===== src/rtl/mlp_pkg.sv =====
package mlp_pkg;

    localparam int SCREEN_WIDTH = 128;
    localparam int MAX_ROWS     = 64;
    localparam int STORE_DEPTH  = 1024;
    localparam int ADDR_W       = $clog2(STORE_DEPTH);
    localparam int PAGE_BITS    = 8;
    localparam int PAGE_SHIFT   = $clog2(PAGE_BITS);
    localparam int COORD_W      = 10;
    localparam int INDEX_W      = 10;
    localparam int ROWS_W       = 7;
    localparam int COLOR_W      = 2;
    localparam int CFG_DATA_W   = 7;
    localparam int CFG_INDEX_W  = 1;
    localparam int DIFF_W       = COORD_W + 1;
    localparam int ERR_W        = COORD_W + 3;
    localparam int CALC_W       = 14;

    localparam logic [CFG_INDEX_W-1:0] CFG_PANEL_ROWS = 1'd0;
    localparam logic [CFG_INDEX_W-1:0] CFG_DRAW_COLOR = 1'd1;

    localparam logic [COLOR_W-1:0] COLOR_SET    = 2'd0;
    localparam logic [COLOR_W-1:0] COLOR_CLEAR  = 2'd1;
    localparam logic [COLOR_W-1:0] COLOR_TOGGLE = 2'd2;

    typedef enum logic [1:0] {
        ACT_LINE  = 2'd0,
        ACT_READ  = 2'd1,
        ACT_CLEAR = 2'd2,
        ACT_NOP   = 2'd3
    } action_t;

    typedef enum logic [2:0] {
        ST_INIT,
        ST_IDLE,
        ST_LINE,
        ST_DRAIN,
        ST_CLEAR,
        ST_READ
    } state_t;

    typedef struct packed {
        logic                      start;
        logic signed [COORD_W-1:0] x0;
        logic signed [COORD_W-1:0] y0;
        logic signed [COORD_W-1:0] x1;
        logic signed [COORD_W-1:0] y1;
    } walk_cmd_t;

    typedef struct packed {
        logic                      valid;
        logic                      last;
        logic signed [COORD_W-1:0] x;
        logic signed [COORD_W-1:0] y;
    } pixel_t;

endpackage


===== src/rtl/mlp_line_walker.sv =====
module mlp_line_walker (
    input  logic                clk,
    input  logic                rst_n,
    input  mlp_pkg::walk_cmd_t  cmd,
    output mlp_pkg::pixel_t     pix
);

    localparam int CW = mlp_pkg::COORD_W;
    localparam int DW = mlp_pkg::DIFF_W;
    localparam int EW = mlp_pkg::ERR_W;

    logic                 busy_reg, busy_next;
    logic signed [CW-1:0] x_reg, x_next;
    logic signed [CW-1:0] y_reg, y_next;
    logic signed [CW-1:0] xe_reg, xe_next;
    logic signed [CW-1:0] ye_reg, ye_next;
    logic signed [DW-1:0] dx_reg, dx_next;
    logic signed [DW-1:0] dy_reg, dy_next;
    logic                 sx_neg_reg, sx_neg_next;
    logic                 sy_neg_reg, sy_neg_next;
    logic signed [EW-1:0] err_reg, err_next;

    logic signed [DW-1:0] x0_ext, x1_ext, y0_ext, y1_ext;
    logic signed [EW:0]   e2;
    logic signed [EW:0]   dx_cmp, dy_cmp;
    logic signed [EW-1:0] dx_err, dy_err;
    logic                 at_end, step_x, step_y;

    always_comb
    begin
        x0_ext = $signed({cmd.x0[CW-1], cmd.x0});
        x1_ext = $signed({cmd.x1[CW-1], cmd.x1});
        y0_ext = $signed({cmd.y0[CW-1], cmd.y0});
        y1_ext = $signed({cmd.y1[CW-1], cmd.y1});

        dx_err = $signed({{(EW-DW){dx_reg[DW-1]}}, dx_reg});
        dy_err = $signed({{(EW-DW){dy_reg[DW-1]}}, dy_reg});
        dx_cmp = $signed({dx_err[EW-1], dx_err});
        dy_cmp = $signed({dy_err[EW-1], dy_err});
        e2     = $signed({err_reg, 1'b0});
        at_end = (x_reg == xe_reg) && (y_reg == ye_reg);
        step_x = e2 >= dy_cmp;
        step_y = e2 <= dx_cmp;

        busy_next   = busy_reg;
        x_next      = x_reg;
        y_next      = y_reg;
        xe_next     = xe_reg;
        ye_next     = ye_reg;
        dx_next     = dx_reg;
        dy_next     = dy_reg;
        sx_neg_next = sx_neg_reg;
        sy_neg_next = sy_neg_reg;
        err_next    = err_reg;

        if (cmd.start)
        begin
            busy_next   = 1'b1;
            x_next      = cmd.x0;
            y_next      = cmd.y0;
            xe_next     = cmd.x1;
            ye_next     = cmd.y1;
            dx_next     = (x1_ext > x0_ext) ? (x1_ext - x0_ext) : (x0_ext - x1_ext);
            dy_next     = (y1_ext > y0_ext) ? (y0_ext - y1_ext) : (y1_ext - y0_ext);
            sx_neg_next = !(cmd.x0 < cmd.x1);
            sy_neg_next = !(cmd.y0 < cmd.y1);
            err_next    = $signed({{(EW-DW){dx_next[DW-1]}}, dx_next})
                        + $signed({{(EW-DW){dy_next[DW-1]}}, dy_next});
        end
        else if (busy_reg)
        begin
            if (at_end)
            begin
                busy_next = 1'b0;
            end
            else
            begin
                err_next = err_reg + (step_x ? dy_err : '0) + (step_y ? dx_err : '0);
                if (step_x)
                begin
                    x_next = sx_neg_reg ? (x_reg - CW'(1)) : (x_reg + CW'(1));
                end
                if (step_y)
                begin
                    y_next = sy_neg_reg ? (y_reg - CW'(1)) : (y_reg + CW'(1));
                end
            end
        end

        pix.valid = busy_reg;
        pix.last  = at_end;
        pix.x     = x_reg;
        pix.y     = y_reg;
    end

    always_ff @(posedge clk or negedge rst_n)
    begin
        if (!rst_n)
        begin
            busy_reg <= 1'b0;
        end
        else
        begin
            busy_reg <= busy_next;
        end
    end

    always_ff @(posedge clk)
    begin
        x_reg      <= x_next;
        y_reg      <= y_next;
        xe_reg     <= xe_next;
        ye_reg     <= ye_next;
        dx_reg     <= dx_next;
        dy_reg     <= dy_next;
        sx_neg_reg <= sx_neg_next;
        sy_neg_reg <= sy_neg_next;
        err_reg    <= err_next;
    end

endmodule


===== config.mk =====
export PLATFORM = sky130hd
export DESIGN_NAME = mlp_line_walker
export DESIGN_NICKNAME = d
export VERILOG_FILES = /design/src/rtl/mlp_pkg.sv /design/src/rtl/mlp_line_walker.sv
export SDC_FILE = /design/constraint.sdc
export NUM_CORES = 1
export LEC_CHECK = 0
export ABC_AREA = 1
export BUFFER_PORTS_ARGS = -buffer_cell sky130_fd_sc_hd__buf_2
export CAP_MARGIN = 0
export CORE_MARGIN = 4
export CORE_UTILIZATION = 35
export DETAILED_ROUTE_END_ITERATION = 8
export PLACE_DENSITY_LB_ADDON = 0.15
export SYNTH_ARGS = -nofsm -noshare
export SYNTH_HDL_FRONTEND = slang
export SYNTH_SLANG_ARGS = --single-unit

===== constraint.sdc =====
create_clock -name clk -period 4.11 [get_ports clk]
set_clock_uncertainty 0.2 [all_clocks]
set_input_delay 0.2055 -clock clk [delete_from_list [all_inputs] [get_ports clk]]
set_output_delay 0.2055 -clock clk [all_outputs]
set_load 0.03 [all_outputs]

==> flow_summary.json, run 1 <==
{
  "synth.distinct_cells": 41,
  "clk_path_buf_depth": 2,
  "yosys.cell_count.top_type": "nand2_1",
  "maxCapViolCount": 0,
  "synth_cells": 1035,
  "dp_hpwl_um": 17700,
  "path_clk_slew_ns": 0.07,
  "initial_utilization_pct": 36.0,
  "ys_ff_latch": 78,
  "syn_nets": 1204,
  "setup_viol": 0,
  "routed_via_density": 4.84,
  "power_mw": 8.48,
  "antenna_found_initial": 0,
  "rsz0062_at_grt": "true",
  "ant_nets": 0,
  "arrival_ns": 3.81,
  "die_x_um": 159,
  "synth_top_area_cell": "edfxtp_1",
  "yosysWarningCount": 0,
  "fin_crit_ns": 3.90,
  "synth_common_cells": "217 x nand2_1, 187 x inv_1, 106 x ha_1",
  "netlist_area_sq_um": 7980,
  "p_leak_nw": 4.96,
  "io_buffers": 64,
  "tightestPinTransition_ns": 1.10,
  "setup.worst_path.end_class": "flop",
  "die_h_um": 159,
  "slew_viol_final": 0,
  "power.density_nw_per_um2": 835,
  "gp_congestion": 0.925,
  "wire_per_inst_um": 15.0,
  "yosys-top-cells-area": "edfxtp_1 29%, ha_1 17%, nand2_1 10%, inv_1 8.8%, a21oi_1 6.0%",
  "first_iter_violations": 400,
  "synth_xor_area_share_pct": 4.61,
  "cts_buffers": 9,
  "diodes": 0,
  "cts_sinks": 78,
  "htreeDepth": 3,
  "drive_gt1_share_pct": 21.8,
  "synth_compound_area_share_pct": 14.4,
  "core_sq_um": 22200,
  "start_kind": "flop",
  "dp.cells": 1416,
  "cts-root-buf": "clkbuf_16",
  "synth_edf_count": 77,
  "maxSlewHeadroom_pct": 26.5,
  "max_freq_mhz": 256,
  "insertion_delay_ns": 0.35,
  "fin_cells": 1476,
  "grt_pass1_vias": 6994,
  "nets": 1360,
  "finalCritPeriodShare_pct": 95.0,
  "route.detailed.drc": 0,
  "wl_um": 22200,
  "synth_top_family_by_area": "adder cells",
  "final-hold-violation-count": 0,
  "grt.overflow.total": 0,
  "criticalPathCategory": "reg -> reg",
  "cts_tree": "yes",
  "vias": 7147,
  "track_usage_pct": 17.2,
  "finalWorstSetupSlack_ns": 0.207,
  "vdd_drop_max_mv": 0.311,
  "die-area_sq_um": 25300,
  "synth.area.mux_share_pct": 0.564,
  "grt_first_pass_wirelength_um": 35400,
  "largest_reg_flops": 13,
  "yosysSeqAreaShare_pct": 29.3,
  "synthFlopType": "edfxtp_1",
  "ios": 65,
  "firstDrtPassIters": 5,
  "worstPathRequired_ns": 4.01,
  "netlist.area_leader.share_pct": 29.0,
  "rows": 54,
  "pre_cts_slack_ns": -0.0423,
  "syn_to_final_growth_pct": 27.2,
  "status": "completed",
  "path_max_fanout": 4,
  "async_flop_share_pct": 1.28,
  "synth_simple_gate_area_share_pct": 19.5,
  "hold_ws_ns": 0.0156,
  "grt_max_degree": 40,
  "hold_path_class": "in -> reg",
  "syn_area_per_cell_sq_um": 7.71,
  "synth_adder_area_share_pct": 21.6
}
## final cells by class
class / count / area [sq um]
fillers: 2266 / 12000
multi-input cells: 754 / 5330
flip-flops and latches: 78 / 2340
repair buffers: 160 / 1110
inverters: 188 / 711
well taps: 280 / 350
clock buffers: 9 / 225
clock inverters: 7 / 98.8
## metrics by stage
step / setup TNS (ns) / utilization [%] / cell area, sq um
2_1_floorplan: 0 / - / 7980
3_3_place_gp: 0 / 40.4 / 8960
3_5_place_dp: -0.0795 / 40.4 / 8960
5_1_grt: -0.0960 / 45.8 / 10200
6_report: 0 / 45.8 / 10200
4_1_cts: 0 / 43.1 / 9560
## worst paths after layout
kind,from,end,slack (ns),depth (start not counted)
min in group asynchronous,rst_n,busy_reg,0.47,3
hold reg to reg,busy_reg,busy_reg,0.40,2
setup reg to reg,err_reg[10],err_reg[10],0.21,22
setup / recovery,err_reg[10],err_reg[10],0.21,22
hold / removal,cmd[35],x_reg[5],0.02,3
max in group asynchronous,rst_n,busy_reg,3.13,3
## per-layer routing
metal / global-route usage, % / vias to the layer above / routed length (um) / share of wire, %
met5: 0 / - / 0 / 0
li1: - / 3727 / - / -
met2: 27.8 / 126 / 10200 / 46
met3: 1.55 / 16 / 640 / 2.9
met4: 5.64 / 0 / 427 / 1.9
met1: 24.2 / 3278 / 11000 / 49
## cell families (layout without fill, tap and decap cells)
family | Yosys count | in the layout
flip-flops | 78 | 78
XOR/XNOR | 42 | 42
multiplexers | 3 | 3
adder cells (fa/ha/maj) | 126 | 126
AND/OR/NAND/NOR | 373 | 374
buffers and inverters | 204 | 364
AO/OA/AOI/OAI | 209 | 209
## critical path, stage by stage (launching register included)
cell and delay [ns]:
edfxtp_1 0.45, buf_6 0.15, ha_4 0.25, nand2_1 0.06, nor2_2 0.13, inv_1 0.05
nor2_1 0.08, nand2_1 0.08, nand2_1 0.08, nand2_2 0.06, nand2_4 0.10, nand2_2 0.06
fa_1 0.51, inv_1 0.07, ha_4 0.23, a21o_1 0.19, a31oi_4 0.19, inv_2 0.06
a21oi_2 0.15, o21bai_1 0.09, or2_2 0.27, nand3_1 0.07, nand2_1 0.06
## layout by cell type (no fill, tap or decap), types with 3 or more instances in the layout
cell           count
a21oi_1           85
ha_4              17
o21ai_1           11
mux2_4             3
nand3b_1           3
ha_1              86
nand2_4            3
buf_2             64
inv_1            176
inv_2             10
xor2_1            28
nand3_2            4
xnor2_1           12
o2111ai_1          5
nor2_1            54
nor3_1             4
nor2_2            17
nand2_1          212
clkbuf_16          9
ha_2               3
o21ai_0           60
dlygate4sd3_1     25
nand4_1            6
o21bai_1           5
a21o_1             4
a21oi_2           12
nand3_1           47
fa_1              18
buf_4             70
edfxtp_1          77
nand2_2            8
or2_2              8
o22ai_1            6
o21ai_2            8
clkinv_4           3
## power breakdown
part           switching (mW)  internal [mW]
clock                   0.356          0.534
combinational            3.38           2.68
sequential              0.250           1.27
## what timing repair did
| item | in CTS | in global routing |
|---|---|---|
| pin swaps | 1 | 34 |
| buffers inserted | 1 | 17 |
| setup endpoints to repair | 3 | 9 |
| gates resized for setup | 4 | 103 |
| endpoints found under the hold margin | 24 | 0 |
| hold buffers | 25 | 0 |
| gates cloned | 0 | 1 |
No activity file was read; power rests on OpenSTA's default activity.
==> run 2: changes to the inputs <==
--- a/config.mk
+++ b/config.mk
@@ -9,9 +9,10 @@
 export BUFFER_PORTS_ARGS = -buffer_cell sky130_fd_sc_hd__buf_2
 export CAP_MARGIN = 0
 export CORE_MARGIN = 4
-export CORE_UTILIZATION = 35
+export CORE_UTILIZATION = 28
 export DETAILED_ROUTE_END_ITERATION = 8
 export PLACE_DENSITY_LB_ADDON = 0.15
+export SKIP_LAST_GASP = 1
 export SYNTH_ARGS = -nofsm -noshare
 export SYNTH_HDL_FRONTEND = slang
 export SYNTH_SLANG_ARGS = --single-unit
==> constraint.sdc (replaced) <==
create_clock -name clk -period 4.96 [get_ports clk]
set_clock_uncertainty 0.2 [all_clocks]
set_input_delay 0.248 -clock clk [delete_from_list [all_inputs] [get_ports clk]]
set_output_delay 0.248 -clock clk [all_outputs]
set_load 0.03 [all_outputs]
==> run 2 against run 1 <==
  * Utilization shrank 13 points
  * Critical path depth unchanged
  * Hold slack better by 0.012 ns
  * Global-route usage shrank 2.3 points
  * Highest routed layer unchanged
==> flow_summary.json, run 2 (synthesis gave the netlist of run 1 again) <==
{
  "syn_to_final_growth_pct": 15.8,
  "ant_nets": 0,
  "postCtsSetupBuffers": 0,
  "finish.utilization_pct": 33.1,
  "largest_reg_flops": 13,
  "grt.overflow.total": 0,
  "fin_tns_setup_ns": 0,
  "power_mw": 5.87,
  "vdd_drop_max_mv": 0.274,
  "final_common_cell": "nand2_1",
  "firstDrtPassIters": 5,
  "cts_tree": "yes",
  "final_cell_mix": "217 x nand2_1, 187 x inv_1, 106 x ha_1",
  "wire_per_inst_um": 15.3,
  "status": "completed",
  "route.detailed.drc": 0,
  "dp.cells": 1464,
  "drive_gt1_share_pct": 9.87,
  "maxCapViolCount": 0,
  "grt_max_degree": 42,
  "cts-root-buf": "clkbuf_16",
  "placed_cell_area_sq_um": 8710,
  "top_layer_used": "met4",
  "grt_first_pass_wirelength_um": 36500,
  "slew_viol_final": 0,
  "routed_via_density": 4.53,
  "final-hold-violation-count": 0,
  "nets": 1289,
  "rsz0062_at_grt": "false",
  "diodes": 0,
  "antenna_found_initial": 0,
  "insertion_delay_ns": 0.35,
  "wl_um": 22900,
  "fin_cells": 1503,
  "arrival_ns": 4.33,
  "rows": 61,
  "p_leak_nw": 4.57,
  "vias": 6812,
  "criticalPathCategory": "reg -> reg",
  "clk_path_buf_depth": 2,
  "die-area_sq_um": 31300,
  "cts_sinks": 78,
  "fin_crit_ns": 4.45,
  "ios": 65,
  "first_iter_violations": 291,
  "grt_pass1_vias": 6825,
  "maxSlewHeadroom_pct": 41.4,
  "core_sq_um": 27900,
  "start_kind": "flop",
  "max_freq_mhz": 225,
  "track_usage_pct": 14.8,
  "die_h_um": 177,
  "die_x_um": 177,
  "dr_wl_met2_um": 10600,
  "wl_met3_um": 532,
  "final_area_sq_um": 9250,
  "gp_congestion": 0.896,
  "setup.worst_path.end_class": "flop",
  "dp_hpwl_um": 18700,
  "wl_met1_um": 11600,
  "initial_utilization_pct": 28.6,
  "power.density_nw_per_um2": 635,
  "cts_buffers": 9,
  "path_max_fanout": 8,
  "worstPathRequired_ns": 4.84,
  "htreeDepth": 3,
  "tightestPinTransition_ns": 0.871,
  "path_clk_slew_ns": 0.07,
  "setup_viol": 0,
  "finalCritPeriodShare_pct": 89.7,
  "hold_path_class": "in -> reg",
  "io_buffers": 64
}
==> run 2: cell types whose count changed in the layout (fill, tap and decap cells not counted), sizes merged <==
cell,delta
buf,-68
clkinv,-4
inv,+3
clkinvlp,+2
dlygate4sd3,-2
bufinv,-1
nand2,-1
==> run 2: metal layers <==
metal / global-route usage [%] / vias up
met4: 2.90 / 0
met3: 1.79 / 14
li1: - / 3585
met2: 24.5 / 91
met5: 0 / -
met1: 21.0 / 3122
==> run 2: where the power goes <==
part           leakage, nW  internal [mW]  switching (mW)
Combinational         3.65           1.45            2.45
Clock                0.141          0.398           0.318
Sequential           0.786           1.05           0.211
==> run 2: area by class of cell <==
type	count	area [sq um]
repair buffers	90	576
inverters	188	706
fillers	3027	18700
flip-flops and latches	78	2340
clock buffers	9	225
multi-input cells	753	4850
well taps	378	473
clock inverters	7	81.3
==> run 2: critical path, cell delays in order, from the launching register on <==
cell and delay [ns]:
edfxtp_1 0.38, inv_1 0.10, ha_1 0.34, nand2_1 0.08, nor2_1 0.15, inv_1 0.05
nor2_1 0.09, nand2_1 0.07, nand2_1 0.07, nand2_1 0.04, nand2_1 0.23, inv_1 0.23
nor2_1 0.18, fa_1 0.44, ha_1 0.37, a21oi_1 0.23, o21ai_0 0.16, a21oi_1 0.18
nor2_1 0.07, o21ai_0 0.14, nand2_1 0.08, xnor2_1 0.19, o22ai_1 0.09
==> run 2: per-stage QoR <==
stage,setup slack [ns],hold WS [ns]
2_1_floorplan,1.12,-0.248
3_3_place_gp,0.539,-0.176
3_5_place_dp,0.508,-0.174
4_1_cts,0.482,0.0197
5_1_grt,0.0579,0.0560
6_report,0.511,0.0271
==> run 2: what timing repair did <==
action                                 in CTS  in global routing
resized for setup                           0                  0
endpoints found under the hold margin      22                  0
hold buffers                               23                  0
==> run 2: final timing paths <==
check	from	to	slack [ns]	cells after the start
min in group asynchronous	rst_n	busy_reg	0.50	3
max reg2reg	dy_reg[10]	err_reg[9]	0.51	22
min	cmd[20]	y_reg[0]	0.03	3
max	dy_reg[10]	err_reg[9]	0.51	22
max in group asynchronous	rst_n	busy_reg	3.96	3
min reg2reg	x_reg[0]	x_reg[0]	0.51	1
